<file path="src/rtl/spp_pkg.sv">
// Shared types and constants of the speed profile and PI corrector block.
// Holds the sequencer states, register indexes and multiplier status bundle.
// No dependencies.
package spp_pkg;

    typedef logic [2:0] cfg_index_t;

    localparam cfg_index_t CFG_ACCEL_MAX           = 3'd0;
    localparam cfg_index_t CFG_SPEED_MAX           = 3'd1;
    localparam cfg_index_t CFG_SLOW_DISTANCE       = 3'd2;
    localparam cfg_index_t CFG_SLOW_DISTANCE_RECIP = 3'd3;
    localparam cfg_index_t CFG_PROP_GAIN           = 3'd4;
    localparam cfg_index_t CFG_INTEG_GAIN          = 3'd5;
    localparam cfg_index_t CFG_INTEG_LIMIT         = 3'd6;

    typedef enum logic [3:0] {
        ST_IDLE,
        ST_MUL_ACC,
        ST_STEP,
        ST_CLAMP,
        ST_MUL_R1,
        ST_MUL_R2,
        ST_RAMP,
        ST_ERR,
        ST_MUL_E,
        ST_INT,
        ST_MUL_P,
        ST_MUL_I,
        ST_OUT
    } spp_state_t;

    typedef struct packed {
        logic busy;
        logic done;
    } mul_status_t;

endpackage

</file>
<file path="src/rtl/spp_mulq.sv">
// Bit-serial Q16 multiplier: one bit of the multiplier operand per cycle.
// The product is shifted right by 16, truncated toward zero and saturated.
// Depends on spp_pkg for the status bundle.
module spp_mulq import spp_pkg::*; #(
    parameter int DW = 32
) (
    input  logic                 aclk,
    input  logic                 aresetn,
    input  logic                 start,
    input  logic signed [DW:0]   op_a,
    input  logic signed [DW:0]   op_b,
    output mul_status_t          status,
    output logic signed [DW-1:0] result
);

    localparam int AW = DW + 1;
    localparam int CW = $clog2(AW);
    localparam logic [CW-1:0] CNT_LAST = CW'(AW - 1);

    logic          run_reg, run_next;
    logic          fin_reg, fin_next;
    logic          done_reg, done_next;
    logic [CW-1:0] cnt_reg, cnt_next;
    logic          neg_reg, neg_next;
    logic [AW-1:0] ma_reg, ma_next;
    logic [AW-1:0] acc_reg, acc_next;
    logic [AW-1:0] lo_reg, lo_next;
    logic signed [DW-1:0] res_reg, res_next;

    logic [AW-1:0]   a_mag;
    logic [AW-1:0]   b_mag;
    logic [AW:0]     sum;
    logic [2*AW-1:0] prod;
    logic            ovf;
    logic [DW-1:0]   mag;
    logic [DW-1:0]   lim;
    logic [DW-1:0]   mag_sat;
    logic            busy;

    assign busy  = run_reg | fin_reg;
    assign a_mag = op_a[DW] ? (~op_a + 1'b1) : op_a;
    assign b_mag = op_b[DW] ? (~op_b + 1'b1) : op_b;
    assign sum   = {1'b0, acc_reg} + (lo_reg[0] ? {1'b0, ma_reg} : {(AW + 1){1'b0}});
    assign prod  = {acc_reg, lo_reg};
    assign ovf   = |prod[2*AW-1:DW+16];
    assign mag   = prod[DW+15:16];
    assign lim   = neg_reg ? {1'b1, {(DW - 1){1'b0}}} : {1'b0, {(DW - 1){1'b1}}};
    assign mag_sat = (ovf || (mag > lim)) ? lim : mag;

    always_comb begin
        run_next  = run_reg;
        fin_next  = 1'b0;
        done_next = fin_reg;
        cnt_next  = cnt_reg;
        neg_next  = neg_reg;
        ma_next   = ma_reg;
        acc_next  = acc_reg;
        lo_next   = lo_reg;
        res_next  = res_reg;
        if (start && !busy) begin
            run_next = 1'b1;
            cnt_next = '0;
            neg_next = op_a[DW] ^ op_b[DW];
            ma_next  = a_mag;
            acc_next = '0;
            lo_next  = b_mag;
        end else if (run_reg) begin
            acc_next = sum[AW:1];
            lo_next  = {sum[0], lo_reg[AW-1:1]};
            cnt_next = cnt_reg + 1'b1;
            if (cnt_reg == CNT_LAST) begin
                run_next = 1'b0;
                fin_next = 1'b1;
            end
        end
        if (fin_reg) begin
            res_next = neg_reg ? -$signed(mag_sat) : $signed(mag_sat);
        end
    end

    always_ff @(posedge aclk) begin
        if (!aresetn) begin
            run_reg  <= 1'b0;
            fin_reg  <= 1'b0;
            done_reg <= 1'b0;
        end else begin
            run_reg  <= run_next;
            fin_reg  <= fin_next;
            done_reg <= done_next;
        end
        cnt_reg <= cnt_next;
        neg_reg <= neg_next;
        ma_reg  <= ma_next;
        acc_reg <= acc_next;
        lo_reg  <= lo_next;
        res_reg <= res_next;
    end

    assign status.busy = busy;
    assign status.done = done_reg;
    assign result      = res_reg;

    a_start_runs: assert property (@(posedge aclk) disable iff (!aresetn)
        (start && !busy) |=> run_reg)
        else $error("multiplier did not start");

    a_last_finishes: assert property (@(posedge aclk) disable iff (!aresetn)
        (run_reg && cnt_reg == CNT_LAST) |=> (fin_reg && !run_reg))
        else $error("multiplier did not finish after the last bit");

    a_done_idle: assert property (@(posedge aclk) disable iff (!aresetn)
        done_reg |-> (!run_reg && !fin_reg))
        else $error("multiplier reported done while still working");

endmodule

</file>
<file path="src/rtl/speed_profile_pi_axis_top.sv">
// Top level of the linear-axis speed profile with PI speed corrector.
// Depends on spp_pkg and the bit-serial multiplier spp_mulq.
//
// Usage: one input beat per control tick carries the remaining distance, the
// pass-through speed, the measured speed, the elapsed time and an integral
// clear flag. One output beat returns the speed setpoint and the drive value.
// Configuration registers are written through cfg_wen, cfg_index and
// cfg_wdata; the user must write them only while the block is idle, which
// the block itself does not enforce. An index beyond the list is ignored.
// A tick takes 4 multiplications without braking and 6 with the braking
// ramp, each run on the shared bit-serial multiplier; at zero distance the
// clamp step is skipped. One tick is processed at a time; s_ready is high
// only while idle, which is entered in the cycle after the result is loaded.
// The output register holds a finished beat while the receiver stalls, and
// the next tick may be accepted and computed meanwhile; it waits before
// writing its result until the register is free.
// Reset clears the setpoint and integral state and loads the register
// defaults; no clearing pass is needed.
module speed_profile_pi_axis_top import spp_pkg::*; #(
    parameter int DATA_WIDTH = 32
) (
    input  logic               aclk,
    input  logic               aresetn,
    input  logic               s_valid,
    output logic               s_ready,
    input  logic signed [31:0] s_linear_error,
    input  logic        [30:0] s_pass_speed,
    input  logic signed [31:0] s_measured_speed,
    input  logic        [15:0] s_elapsed_time,
    input  logic               s_clear_integral,
    output logic               m_valid,
    input  logic               m_ready,
    output logic signed [31:0] m_speed_setpoint,
    output logic signed [31:0] m_drive_command,
    input  logic               cfg_wen,
    input  cfg_index_t         cfg_index,
    input  logic        [30:0] cfg_wdata
);

    localparam int W  = DATA_WIDTH;
    localparam int XW = (DATA_WIDTH > 32) ? DATA_WIDTH : 32;
    localparam int SW = XW + 2;

    localparam logic signed [SW-1:0] HI_W  = {{(SW - W + 1){1'b0}}, {(W - 1){1'b1}}};
    localparam logic signed [SW-1:0] LO_W  = {{(SW - W + 1){1'b1}}, {(W - 1){1'b0}}};
    localparam logic signed [SW-1:0] HI_32 = {{(SW - 31){1'b0}}, {31{1'b1}}};
    localparam logic signed [SW-1:0] LO_32 = {{(SW - 31){1'b1}}, {31{1'b0}}};
    localparam logic signed [SW-1:0] ONE_Q16 = {{(SW - 17){1'b0}}, 1'b1, 16'h0000};

    function automatic logic signed [SW-1:0] ext_w(input logic signed [W-1:0] v);
        return {{(SW - W){v[W-1]}}, v};
    endfunction

    function automatic logic signed [W-1:0] sat_w(input logic signed [SW-1:0] x);
        if (x > HI_W) begin
            return HI_W[W-1:0];
        end
        if (x < LO_W) begin
            return LO_W[W-1:0];
        end
        return x[W-1:0];
    endfunction

    function automatic logic signed [31:0] sat_32(input logic signed [W-1:0] v);
        logic signed [SW-1:0] x;
        x = ext_w(v);
        if (x > HI_32) begin
            return HI_32[31:0];
        end
        if (x < LO_32) begin
            return LO_32[31:0];
        end
        return x[31:0];
    endfunction

    function automatic logic signed [SW-1:0] ext_u31(input logic [30:0] v);
        return {{(SW - 31){1'b0}}, v};
    endfunction

    function automatic logic signed [SW-1:0] ext_s32(input logic [31:0] v);
        return {{(SW - 32){v[31]}}, v};
    endfunction

    function automatic logic signed [W:0] ext_m(input logic signed [W-1:0] v);
        return {v[W-1], v};
    endfunction

    spp_state_t state_reg, state_next;

    logic signed [W-1:0] amax_reg, amax_next;
    logic signed [W-1:0] vmax_reg, vmax_next;
    logic signed [W-1:0] sd_reg, sd_next;
    logic signed [W-1:0] sdr_reg, sdr_next;
    logic signed [W-1:0] kp_reg, kp_next;
    logic signed [W-1:0] ki_reg, ki_next;
    logic signed [W-1:0] ilim_reg, ilim_next;

    logic signed [W-1:0] sp_reg, sp_next;
    logic signed [W-1:0] integ_reg, integ_next;

    logic signed [W-1:0] err_reg, err_next;
    logic signed [W-1:0] pass_reg, pass_next;
    logic signed [W-1:0] meas_reg, meas_next;
    logic        [15:0]  dt_reg, dt_next;
    logic                clr_reg, clr_next;
    logic signed [W-1:0] t_reg, t_next;
    logic signed [W-1:0] cand_reg, cand_next;
    logic signed [W-1:0] e_reg, e_next;
    logic signed [W-1:0] drv_reg, drv_next;

    logic               m_valid_reg, m_valid_next;
    logic signed [31:0] m_speed_setpoint_reg, m_speed_setpoint_next;
    logic signed [31:0] m_drive_command_reg, m_drive_command_next;

    logic                in_ready;
    logic                is_mul;
    logic                mul_start;
    logic                out_load;
    logic                brake;
    logic                err_pos;
    logic                err_zero;
    logic signed [W:0]   mul_a;
    logic signed [W:0]   mul_b;
    logic signed [W:0]   dt_op;
    logic signed [W-1:0] mul_res;
    mul_status_t         mul_stat;

    logic signed [W-1:0] vmax_neg;
    logic signed [W-1:0] ilim_neg;
    logic signed [W-1:0] sd_neg;
    logic signed [W-1:0] step_sat;
    logic signed [W-1:0] ramp_sat;
    logic signed [W-1:0] isum_sat;
    logic signed [W:0]   brake_span;

    assign err_zero   = (err_reg == '0);
    assign err_pos    = !err_reg[W-1] && !err_zero;
    assign vmax_neg   = -vmax_reg;
    assign ilim_neg   = -ilim_reg;
    assign sd_neg     = -sd_reg;
    assign brake      = err_pos ? (err_reg < sd_reg) : (err_reg > sd_neg);
    assign dt_op      = $signed({{(W - 15){1'b0}}, dt_reg});
    assign brake_span = ext_m(vmax_reg) - ext_m(pass_reg);
    assign step_sat   = err_pos ? sat_w(ext_w(sp_reg) + ext_w(t_reg))
                                : sat_w(ext_w(sp_reg) - ext_w(t_reg));
    assign ramp_sat   = err_pos ? sat_w(ext_w(t_reg) + ext_w(pass_reg))
                                : sat_w(ext_w(t_reg) - ext_w(pass_reg));
    assign isum_sat   = sat_w(ext_w(integ_reg) + ext_w(t_reg));

    spp_mulq #(
        .DW (W)
    ) u_mulq (
        .aclk    (aclk),
        .aresetn (aresetn),
        .start   (mul_start),
        .op_a    (mul_a),
        .op_b    (mul_b),
        .status  (mul_stat),
        .result  (mul_res)
    );

    always_comb begin
        state_next = state_reg;
        case (state_reg)
            ST_IDLE: begin
                if (s_valid) begin
                    state_next = ST_MUL_ACC;
                end
            end
            ST_MUL_ACC: begin
                if (mul_stat.done) begin
                    state_next = ST_STEP;
                end
            end
            ST_STEP: begin
                state_next = err_zero ? ST_ERR : ST_CLAMP;
            end
            ST_CLAMP: begin
                state_next = brake ? ST_MUL_R1 : ST_ERR;
            end
            ST_MUL_R1: begin
                if (mul_stat.done) begin
                    state_next = ST_MUL_R2;
                end
            end
            ST_MUL_R2: begin
                if (mul_stat.done) begin
                    state_next = ST_RAMP;
                end
            end
            ST_RAMP: begin
                state_next = ST_ERR;
            end
            ST_ERR: begin
                state_next = ST_MUL_E;
            end
            ST_MUL_E: begin
                if (mul_stat.done) begin
                    state_next = ST_INT;
                end
            end
            ST_INT: begin
                state_next = ST_MUL_P;
            end
            ST_MUL_P: begin
                if (mul_stat.done) begin
                    state_next = ST_MUL_I;
                end
            end
            ST_MUL_I: begin
                if (mul_stat.done) begin
                    state_next = ST_OUT;
                end
            end
            ST_OUT: begin
                if (!m_valid_reg || m_ready) begin
                    state_next = ST_IDLE;
                end
            end
            default: begin
                state_next = ST_IDLE;
            end
        endcase
    end

    always_comb begin
        in_ready = 1'b0;
        is_mul   = 1'b0;
        out_load = 1'b0;
        case (state_reg)
            ST_IDLE: begin
                in_ready = 1'b1;
            end
            ST_MUL_ACC, ST_MUL_R1, ST_MUL_R2, ST_MUL_E, ST_MUL_P, ST_MUL_I: begin
                is_mul = 1'b1;
            end
            ST_OUT: begin
                out_load = !m_valid_reg || m_ready;
            end
            default: begin
                in_ready = 1'b0;
            end
        endcase
        mul_start = is_mul && !mul_stat.busy && !mul_stat.done;
    end

    always_comb begin
        mul_a = ext_m(amax_reg);
        mul_b = dt_op;
        case (state_reg)
            ST_MUL_R1: begin
                mul_a = brake_span;
                mul_b = ext_m(err_reg);
            end
            ST_MUL_R2: begin
                mul_a = ext_m(t_reg);
                mul_b = ext_m(sdr_reg);
            end
            ST_MUL_E: begin
                mul_a = ext_m(e_reg);
                mul_b = dt_op;
            end
            ST_MUL_P: begin
                mul_a = ext_m(kp_reg);
                mul_b = ext_m(e_reg);
            end
            ST_MUL_I: begin
                mul_a = ext_m(ki_reg);
                mul_b = ext_m(integ_reg);
            end
            default: begin
                mul_a = ext_m(amax_reg);
                mul_b = dt_op;
            end
        endcase
    end

    always_comb begin
        amax_next  = amax_reg;
        vmax_next  = vmax_reg;
        sd_next    = sd_reg;
        sdr_next   = sdr_reg;
        kp_next    = kp_reg;
        ki_next    = ki_reg;
        ilim_next  = ilim_reg;
        sp_next    = sp_reg;
        integ_next = integ_reg;
        err_next   = err_reg;
        pass_next  = pass_reg;
        meas_next  = meas_reg;
        dt_next    = dt_reg;
        clr_next   = clr_reg;
        t_next     = t_reg;
        cand_next  = cand_reg;
        e_next     = e_reg;
        drv_next   = drv_reg;
        m_valid_next          = m_valid_reg && !m_ready;
        m_speed_setpoint_next = m_speed_setpoint_reg;
        m_drive_command_next  = m_drive_command_reg;

        if (cfg_wen) begin
            case (cfg_index)
                CFG_ACCEL_MAX:           amax_next = sat_w(ext_u31(cfg_wdata));
                CFG_SPEED_MAX:           vmax_next = sat_w(ext_u31(cfg_wdata));
                CFG_SLOW_DISTANCE:       sd_next   = sat_w(ext_u31(cfg_wdata));
                CFG_SLOW_DISTANCE_RECIP: sdr_next  = sat_w(ext_u31(cfg_wdata));
                CFG_PROP_GAIN:           kp_next   = sat_w(ext_u31(cfg_wdata));
                CFG_INTEG_GAIN:          ki_next   = sat_w(ext_u31(cfg_wdata));
                CFG_INTEG_LIMIT:         ilim_next = sat_w(ext_u31(cfg_wdata));
                default:                 amax_next = amax_reg;
            endcase
        end

        case (state_reg)
            ST_IDLE: begin
                if (s_valid) begin
                    err_next  = sat_w(ext_s32(s_linear_error));
                    pass_next = sat_w(ext_u31(s_pass_speed));
                    meas_next = sat_w(ext_s32(s_measured_speed));
                    dt_next   = s_elapsed_time;
                    clr_next  = s_clear_integral;
                end
            end
            ST_MUL_ACC, ST_MUL_R1, ST_MUL_R2, ST_MUL_E, ST_MUL_P: begin
                if (mul_stat.done) begin
                    t_next = mul_res;
                end
            end
            ST_STEP: begin
                cand_next = err_zero ? '0 : step_sat;
            end
            ST_CLAMP: begin
                if (err_pos && (cand_reg > vmax_reg)) begin
                    cand_next = vmax_reg;
                end else if (!err_pos && (cand_reg < vmax_neg)) begin
                    cand_next = vmax_neg;
                end
            end
            ST_RAMP: begin
                if (err_pos ? (ramp_sat < cand_reg) : (ramp_sat > cand_reg)) begin
                    cand_next = ramp_sat;
                end
            end
            ST_ERR: begin
                sp_next = cand_reg;
                e_next  = sat_w(ext_w(cand_reg) - ext_w(meas_reg));
                if (clr_reg) begin
                    integ_next = '0;
                end
            end
            ST_INT: begin
                if (isum_sat > ilim_reg) begin
                    integ_next = ilim_reg;
                end else if (isum_sat < ilim_neg) begin
                    integ_next = ilim_neg;
                end else begin
                    integ_next = isum_sat;
                end
            end
            ST_MUL_I: begin
                if (mul_stat.done) begin
                    drv_next = sat_w(ext_w(t_reg) + ext_w(mul_res));
                end
            end
            ST_OUT: begin
                if (out_load) begin
                    m_valid_next          = 1'b1;
                    m_speed_setpoint_next = sat_32(sp_reg);
                    m_drive_command_next  = sat_32(drv_reg);
                end
            end
            default: begin
                t_next = t_reg;
            end
        endcase
    end

    always_ff @(posedge aclk) begin
        if (!aresetn) begin
            state_reg   <= ST_IDLE;
            m_valid_reg <= 1'b0;
            amax_reg    <= sat_w(ONE_Q16);
            vmax_reg    <= sat_w(ONE_Q16);
            sd_reg      <= sat_w(ONE_Q16);
            sdr_reg     <= sat_w(ONE_Q16);
            kp_reg      <= sat_w(ONE_Q16);
            ki_reg      <= '0;
            ilim_reg    <= sat_w(ONE_Q16);
            sp_reg      <= '0;
            integ_reg   <= '0;
        end else begin
            state_reg   <= state_next;
            m_valid_reg <= m_valid_next;
            amax_reg    <= amax_next;
            vmax_reg    <= vmax_next;
            sd_reg      <= sd_next;
            sdr_reg     <= sdr_next;
            kp_reg      <= kp_next;
            ki_reg      <= ki_next;
            ilim_reg    <= ilim_next;
            sp_reg      <= sp_next;
            integ_reg   <= integ_next;
        end
        err_reg  <= err_next;
        pass_reg <= pass_next;
        meas_reg <= meas_next;
        dt_reg   <= dt_next;
        clr_reg  <= clr_next;
        t_reg    <= t_next;
        cand_reg <= cand_next;
        e_reg    <= e_next;
        drv_reg  <= drv_next;
        m_speed_setpoint_reg <= m_speed_setpoint_next;
        m_drive_command_reg  <= m_drive_command_next;
    end

    assign s_ready          = in_ready;
    assign m_valid          = m_valid_reg;
    assign m_speed_setpoint = m_speed_setpoint_reg;
    assign m_drive_command  = m_drive_command_reg;

    a_out_waits: assert property (@(posedge aclk) disable iff (!aresetn)
        (state_reg == ST_OUT && m_valid_reg && !m_ready) |=> (state_reg == ST_OUT))
        else $error("result overwrote a beat the receiver had not taken");

    a_integ_clamped: assert property (@(posedge aclk) disable iff (!aresetn)
        (state_reg == ST_MUL_P) |-> (integ_reg <= ilim_reg && integ_reg >= ilim_neg))
        else $error("integral outside its limit after update");

    a_zero_dist: assert property (@(posedge aclk) disable iff (!aresetn)
        (state_reg == ST_ERR && err_zero) |-> (cand_reg == '0))
        else $error("setpoint not zero at zero distance");

    a_done_in_mul: assert property (@(posedge aclk) disable iff (!aresetn)
        mul_stat.done |-> is_mul)
        else $error("multiplier result arrived outside a multiply step");

endmodule

</file>
<file path="config.mk">
export PLATFORM = sky130hd
export DESIGN_NAME = speed_profile_pi_axis_top
export DESIGN_NICKNAME = d
export VERILOG_FILES = /design/src/rtl/spp_pkg.sv /design/src/rtl/spp_mulq.sv /design/src/rtl/speed_profile_pi_axis_top.sv
export SDC_FILE = /design/constraint.sdc
export NUM_CORES = 2
export LEC_CHECK = 0
export BUFFER_PORTS_ARGS = -buffer_cell sky130_fd_sc_hd__buf_4
export CAP_MARGIN = 20
export CORE_UTILIZATION = 36
export DETAILED_ROUTE_END_ITERATION = 8
export HOLD_SLACK_MARGIN = 0.02
export PLACE_DENSITY = 0.54
export SETUP_SLACK_MARGIN = 0.05
export SLEW_MARGIN = 5
export SYNTH_ARGS = -nofsm -noshare
export SYNTH_HDL_FRONTEND = slang
export SYNTH_SLANG_ARGS = --single-unit
</file>
<file path="constraint.sdc">
create_clock -name aclk -period 10.44 [get_ports aclk]
set_clock_uncertainty 0.05 [all_clocks]
set_input_delay 0.522 -clock aclk [delete_from_list [all_inputs] [get_ports aclk]]
set_output_delay 0.522 -clock aclk [all_outputs]
set_load 0.05 [all_outputs]
</file>
# Word level (Yosys, flattened, before mapping)
# Cells that the tools add are included.
# classes
magnitude_cmp	31
mux	142
n_eq_ne	30
addsub	16
n_bitwise	6
reduce_logical	40
# op_table
cell	n
$mux 32	57
$gt 33x32->1 const B	7
$lt 33x32->1 const B	7
$pmux 33 s5	1
$gt 32x32->1	5
$add 32x32->33	4
$mux 33	4
$pmux 33 s4	1
$gt 32x32->1 const B	4
$lt 32x32->1	4
$lt 32x32->1 const B	4
$sub 32x32->33	3
$neg 31->32	3
$pmux 32 s3	1
$add 33x1->33 const B	2
$mux 1	66
$not 33->33	2
$pmux 32 s2	1
$pmux 4 s13	1
$add 33x34->34	1
$logic_not 32->1	1
$mux 4	8
$neg 32->32	1
$sub 31x31->32	1
31 further kinds	76
# word_totals
reg_bits	731
out_inout_bits	66
in_bits	151
elab_cells	297

# Longest topological paths before layout
# depth
word_depth	11
ltp_mapped	28
mapped_depth_nobuf	26

# Cells and area by module
# Synthesis repeated with hierarchy kept, for this count alone.
# unflattened
hier_cells	6400
area_unflattened_um2	53802.9
# by_module_without_submodules
mod	seq_area_each_um2	instances	cells_each	area_each_um2
speed_profile_pi_axis_top	14854.2	1	5342	44038.5
spp_mulq	3813.7	1	1058	9764.4

# Worst setup path after synthesis
# OpenSTA, ideal clock, no wires.
# synth_timing
path_kind	register to register
start	reg t_reg[1]
end	reg cand_reg[0] (enable)
path_stages_with_launch	27
t_arrival_ns	6.910
synth_period_minus_slack_ns	7.399
path_buffers	1
setup_slack_ns	3.041
setup_ns	0.439
t_required_ns	9.951
path_cell_list	edfxtp_1 -> inv_1 -> fa_1 -> nor2b_1 -> o31ai_1 -> a2111o_1 -> a41oi_1 -> o211ai_2 -> a31oi_4 -> a21oi_1 -> o31ai_2 -> buf_2 -> o22a_1 -> a21oi_1 -> nor2_1 -> ha_1 -> a21o_1 -> a21o_1 -> a21o_1 -> a21o_1 -> a21oi_1 -> nor2_1 -> a211o_1 -> nor3_1 -> mux2i_1 -> nand3_1 -> a32oi_1
# synth_via
elab_chain_cells	11
word_cells_on_any_way	24
classes_between	2 x add/sub; 6 x order compare; 1 x eq/ne; 14 x mux; 1 x reduce/logical
# synth_lines
item	line_no	rtl
start, declared	speed_profile_pi_axis_top.sv:106	logic signed [W-1:0] t_reg, t_next;
start signal, assigned	speed_profile_pi_axis_top.sv:409	t_reg <= t_next;
$sub 32x32->33 / $add 32x32->33 (equally long branches)	speed_profile_pi_axis_top.sv:147, speed_profile_pi_axis_top.sv:146	
$lt 33x32->1	speed_profile_pi_axis_top.sv:58	if (x < LO_W) begin
$mux 1 (2 in a row)	speed_profile_pi_axis_top.sv:58	
$mux 32	speed_profile_pi_axis_top.sv:61	return x[W-1:0];
$mux 32	speed_profile_pi_axis_top.sv:58	
$mux 32 (*)	speed_profile_pi_axis_top.sv:146	assign ramp_sat = err_pos ? sat_w(ext_w(t_reg) + ext_w(pass_reg))
$gt 32x32->1 / $lt 32x32->1 (equally long branches)	speed_profile_pi_axis_top.sv:340	if (err_pos ? (ramp_sat < cand_reg) : (ramp_sat > cand_reg)) begin
$mux 1 (*)	speed_profile_pi_axis_top.sv:340	
$ne 2x2->1 (no line) (*)	--	
$reduce_and 3->1 (no line) (*)	--	
end signal, assigned	speed_profile_pi_axis_top.sv:410	cand_reg <= cand_next;
end, declared	speed_profile_pi_axis_top.sv:107	logic signed [W-1:0] cand_reg, cand_next;
# Mark *: on every way between the ends. The rest lies on a longest branch, timed or not. The select of a mux whose other input is x is not followed.
# A chain may end at the register's enable or synchronous reset.

# Worst setup path after layout
# layout_timing
start	reg t_reg[1]
end	reg integ_reg[16]
# layout_via
elab_chain_cells	10
word_cells_on_any_way	14
classes_between	1 x add/sub; 4 x order compare; 9 x mux
# layout_lines
item	line_no	rtl
$add 32x32->33 (*)	speed_profile_pi_axis_top.sv:148	assign isum_sat = sat_w(ext_w(integ_reg) + ext_w(t_reg));
$lt 33x32->1	speed_profile_pi_axis_top.sv:58	
$mux 1 (2 in a row)	speed_profile_pi_axis_top.sv:58	
$mux 32	speed_profile_pi_axis_top.sv:61	
$mux 32 (*)	speed_profile_pi_axis_top.sv:58	
$lt 32x32->1	speed_profile_pi_axis_top.sv:354	end else if (isum_sat < ilim_neg) begin
$mux 32	speed_profile_pi_axis_top.sv:354	
$mux 32 (*)	speed_profile_pi_axis_top.sv:352	if (isum_sat > ilim_reg) begin
$pmux 32 s2 (*)	speed_profile_pi_axis_top.sv:314	case (state_reg)
end signal, assigned	speed_profile_pi_axis_top.sv:402	integ_reg <= integ_next;
end, declared	speed_profile_pi_axis_top.sv:99	logic signed [W-1:0] integ_reg, integ_next;
# Marked as above.

==> implementation parameters <==
Parameter                              Value

Status
  Result of the run ... finished, final reports clean

Timing
  Number of max-slew violations in the final report ... 0
  Period Utilization, post-route ... 0.814
  Worst setup slack after layout ... ~2 ns
  Count of final hold-check violations ... 0
  Headroom to the max-slew limit ... 0.249
  Setup repair after global routing missed its margin ... false
  Min Clock Period, post-route ... ~8.5 ns
  Actual transition at the worst max-transition pin ... ~1.1 ns
  Hold WS ... approximately 0.072 ns
  Highest achievable clock rate ... around 120 MHz
  Total of endpoints with negative setup slack in the final report ... 0
  Total Negative Setup Slacks ... 0 ns

Routing
  Met3 WL ... approximately 18 mm
  Antenna viol nets, final ... 0
  Wirelength per Cell ... between 20 and 30 um
  Post-route DRC violation count ... 0
  DRT Wirelength ... around 250 mm
  Vias per cell ... a little under 6
  Total length of routed met2 wires ... about 110 mm
  Starting DRT DRC Count ... 5839
  Metal-1 WL ... between 100 and 150 mm
  Initial DRT Pass Iterations ... 6
  Via count ... between 50000 and 60000
  Max layer used ... met5

Floorplan
  Area inside the core boundary ... approximately 150000 um2
  Starting utilization of the core area ... 0.363
  Number of standard-cell rows in the floorplan ... around 140
  Die boundary width ... 393 um
  Number of top-level design ports ... about 220
  Total die area ... 155000 um2
  Vert. Die Dim ... 393 um

Synthesis
  Leading cell types by total area after synthesis ... edfxtp_1 (22%), ha_1 (12%), dfxtp_1 (12%), nand2_1 (6.2%), a21oi_1 (6.1%)
  Gate Count Post-Synth ... between 6000 and 7000
  Total standard cell area after synthesis ... approximately 55000 um2
  Area share of the largest cell type after synthesis ... 0.220
  Mean instance size in the synthesized netlist ... approximately 8.4 um2
  Number of enable-type register cells in the synthesized netlist ... 403
  Flops & latches, synth ... approximately 730
  Yosys top cell by area ... edfxtp_1
  Share of synthesized flip-flops with an asynchronous set or reset ... 0
  Synthesis warning total ... 0
  Number of distinct standard cells referenced by the synthesized netlist ... about 120
  Sequential-to-total area share from yosys stat ... 0.339
  Top_reg_cell synth ... edfxtp_1
  Total nets after synthesis ... between 7000 and 8000

Setup path
  Max FO, Critical Path ... 29
  Endpoint class of the critical path ... flip-flop
  Required time of the critical path ... ~11 ns
  Critical Path Slowest Stage Cell ... edfxtp_1
  Biggest cell delay along the critical path ... around 0.82 ns
  Worst Path Arrival ... 9.08 ns
  Cells along the critical path ... fa_1 > a211oi_1 > o21ai_0 > nand4_1 > a211oi_1 > o2111ai_1 > a32o_1 > a21oi_2 > nand2_1 > a21oi_1 > ha_1 > a21o_1 > a21o_1 > a21oi_1 > o2111ai_1 > a21oi_1 > a211oi_1 > a21bo_2 > nand2_1 > nor2_1 > buf_4 > a222oi_1 > o31ai_1
  Type of origin of the critical path ... flip-flop
  Critical path start-end classification ... flip-flop to flip-flop

GRT
  Total gr overflow ... 0
  Pin count of the biggest net entering global routing ... between 70 and 80
  Global Route Usage Sum ... 0.318
  First-pass GRT wire length ... 354 mm
  Number of global-route vias before repair ... 49100
  Number of antenna violations at the first check in global routing ... 21

CTS
  Worst-path clk slew ... 0.06 ns
  Clock insertion delay at the later pin of the skew report ... 0.75 ns
  Level count of the clock H-tree ... 3
  Root buf cell ... clkbuf_16
  Maximum clock path buffer count ... 3
  Hold buffer count at CTS ... ~110
  Buffer count from post-CTS setup fixing ... 0
  Clock tree from TritonCTS ... built
  CTS sink count ... ~730
  Number of buffers created by CTS ... 93
  Number of cells upsized or downsized after cts ... 0

Placed design
  Placed Instances ... 8502
  PortBufs ... between 200 and 250
  Worst slack after detailed placement ... 2.19 ns
  Post-place instance area ... 58700 um2
  Estimated wirelength of the detail-placed design ... around 200 mm
  RD Place Congestion ... a little over 1

Min path
  Path class of the lowest-slack min-delay path ... input port to flip-flop

Final layout
  Finished layout cell area ... roughly 63000 um2
  Final #Nets ... between 7000 and 8000
  Layout cells sized above 1 ... 0.0933
  Final cell count without fillers ... between 8000 and 9000
  Relative area change from synthesis to final layout ... 14.3%
  Final Core Density ... 0.415

Flow run
  Max-cap check violation count ... 0

Power
  Static leakage ... between 20 and 30 nW
  Maximum VDD drop ... 0.000163 V
  PwrDens ... roughly 180 nW/um2
  Overall power ... ~11 mW
==> logic make-up after synthesis <==
| family | count (synthesis) | share of synthesized area |
|---|---|---|
| and+or+nand+nor | 2049 | 0.175 |
| AOI/OAI and AO/OA | 2012 | 0.235 |
| buffers and inverters | 810 | 0.0570 |
| DFF | 731 | 0.339 |
| adders and majority gates | 569 | 0.130 |
| xor gates and xnor gates | 369 | 0.0587 |
| muxes | 30 | 0.00561 |
| other | 1 | 0.0000681 |
==> worst max-delay path, delay by kind of cell, from the launching register on <==
family                   cells  cell delay (ns)
AO/OA/AOI/OAI               16             4.09
AND/OR/NAND/NOR              4             2.37
flip-flops                   1             0.82
adder cells (fa/ha/maj)      2             0.68
buffers and inverters        1             0.33
==> cell usage after synthesis (36+ instances only) <==
library cell / number
nand2_1: 916
a21oi_1: 669
ha_1: 544
o21ai_0: 407
edfxtp_1: 403
clkbuf_1: 370
inv_1: 368
nor2_1: 354
dfxtp_1: 328
xnor2_1: 267
a21o_1: 176
nor3_1: 131
nand3_1: 115
xor2_1: 102
nand4_1: 81
o21a_1: 74
nor2b_1: 71
nand2b_1: 69
o31ai_1: 65
and2_1: 64
a22oi_1: 51
a31oi_1: 47
nor4_1: 44
o21bai_1: 43
a211oi_1: 41
buf_2: 41
or3_1: 40
and3_1: 38
o22ai_1: 36
==> report_power, final <==
group	switching (mW)	leakage [nW]	internal, mW
Combinational	2.64	17.2	1.48
Clock	1.44	1.55	1.93
Sequential	0.439	6.38	3.51
Total	4.52	25.2	6.92
==> layout make-up <==
| class | instances | area, um2 |
|---|---|---|
| inverters | 373 | 1410 |
| flip-flops and latches | 731 | 18700 |
| clock inverters | 55 | 556 |
| clock buffers | 118 | 2570 |
| fillers | 15300 | 88900 |
| repair buffers | 453 | 3740 |
| multi-input cells | 5030 | 33500 |
| well taps | 2030 | 2540 |
| diodes | 7 | 17.5 |
==> per-layer routing <==
| layer | vias up | global-route usage |
|---|---|---|
| met3 | 521 | 0.0448 |
| met1 | 25100 | 0.415 |
| li1 | 24000 | - |
| met4 | 8 | 0.186 |
| met2 | 2363 | 0.499 |
| met5 | - | 0 |
==> layout by cell type, fill, tap and decap left out, drive strengths merged, types with 21 or more instances in the layout <==
master	count
o21a	74
a2111oi	21
dfxtp	328
nor3	137
nand4	83
buf	340
ha	544
dlygate4sd3	112
o22ai	36
o211ai	31
a21oi	672
nor2	356
a22o	25
nor4	49
mux2i	26
nand3	116
nor2b	71
a221o	30
edfxtp	403
o31ai	68
a31oi	48
or2	28
nand2	918
o21ai	422
nand2b	69
and2	65
or3	42
a222oi	31
a22oi	51
a211oi	44
and3	38
clkbuf	119
xnor2	267
a221oi	26
clkinv	40
a21o	176
xor2	102
inv	378
o21bai	44
==> path summary, 6_finish.rpt <==
path	startpoint	endpoint	slack (ns)	cells after the start
min reg2reg	drv_reg[5]$_SDFFCE_PN1P_	m_drive_command[5]$_SDFFCE_PN1P_	0.37	0
max reg2reg	t_reg[1]$_DFFE_PP_	integ_reg[16]$_SDFFE_PN0P_	1.94	23
max	t_reg[1]$_DFFE_PP_	integ_reg[16]$_SDFFE_PN0P_	1.94	23
min	cfg_wdata[7]	ki_reg[7]$_SDFFE_PN0P_	0.07	3
No activity file was read; power rests on OpenSTA's default activity.
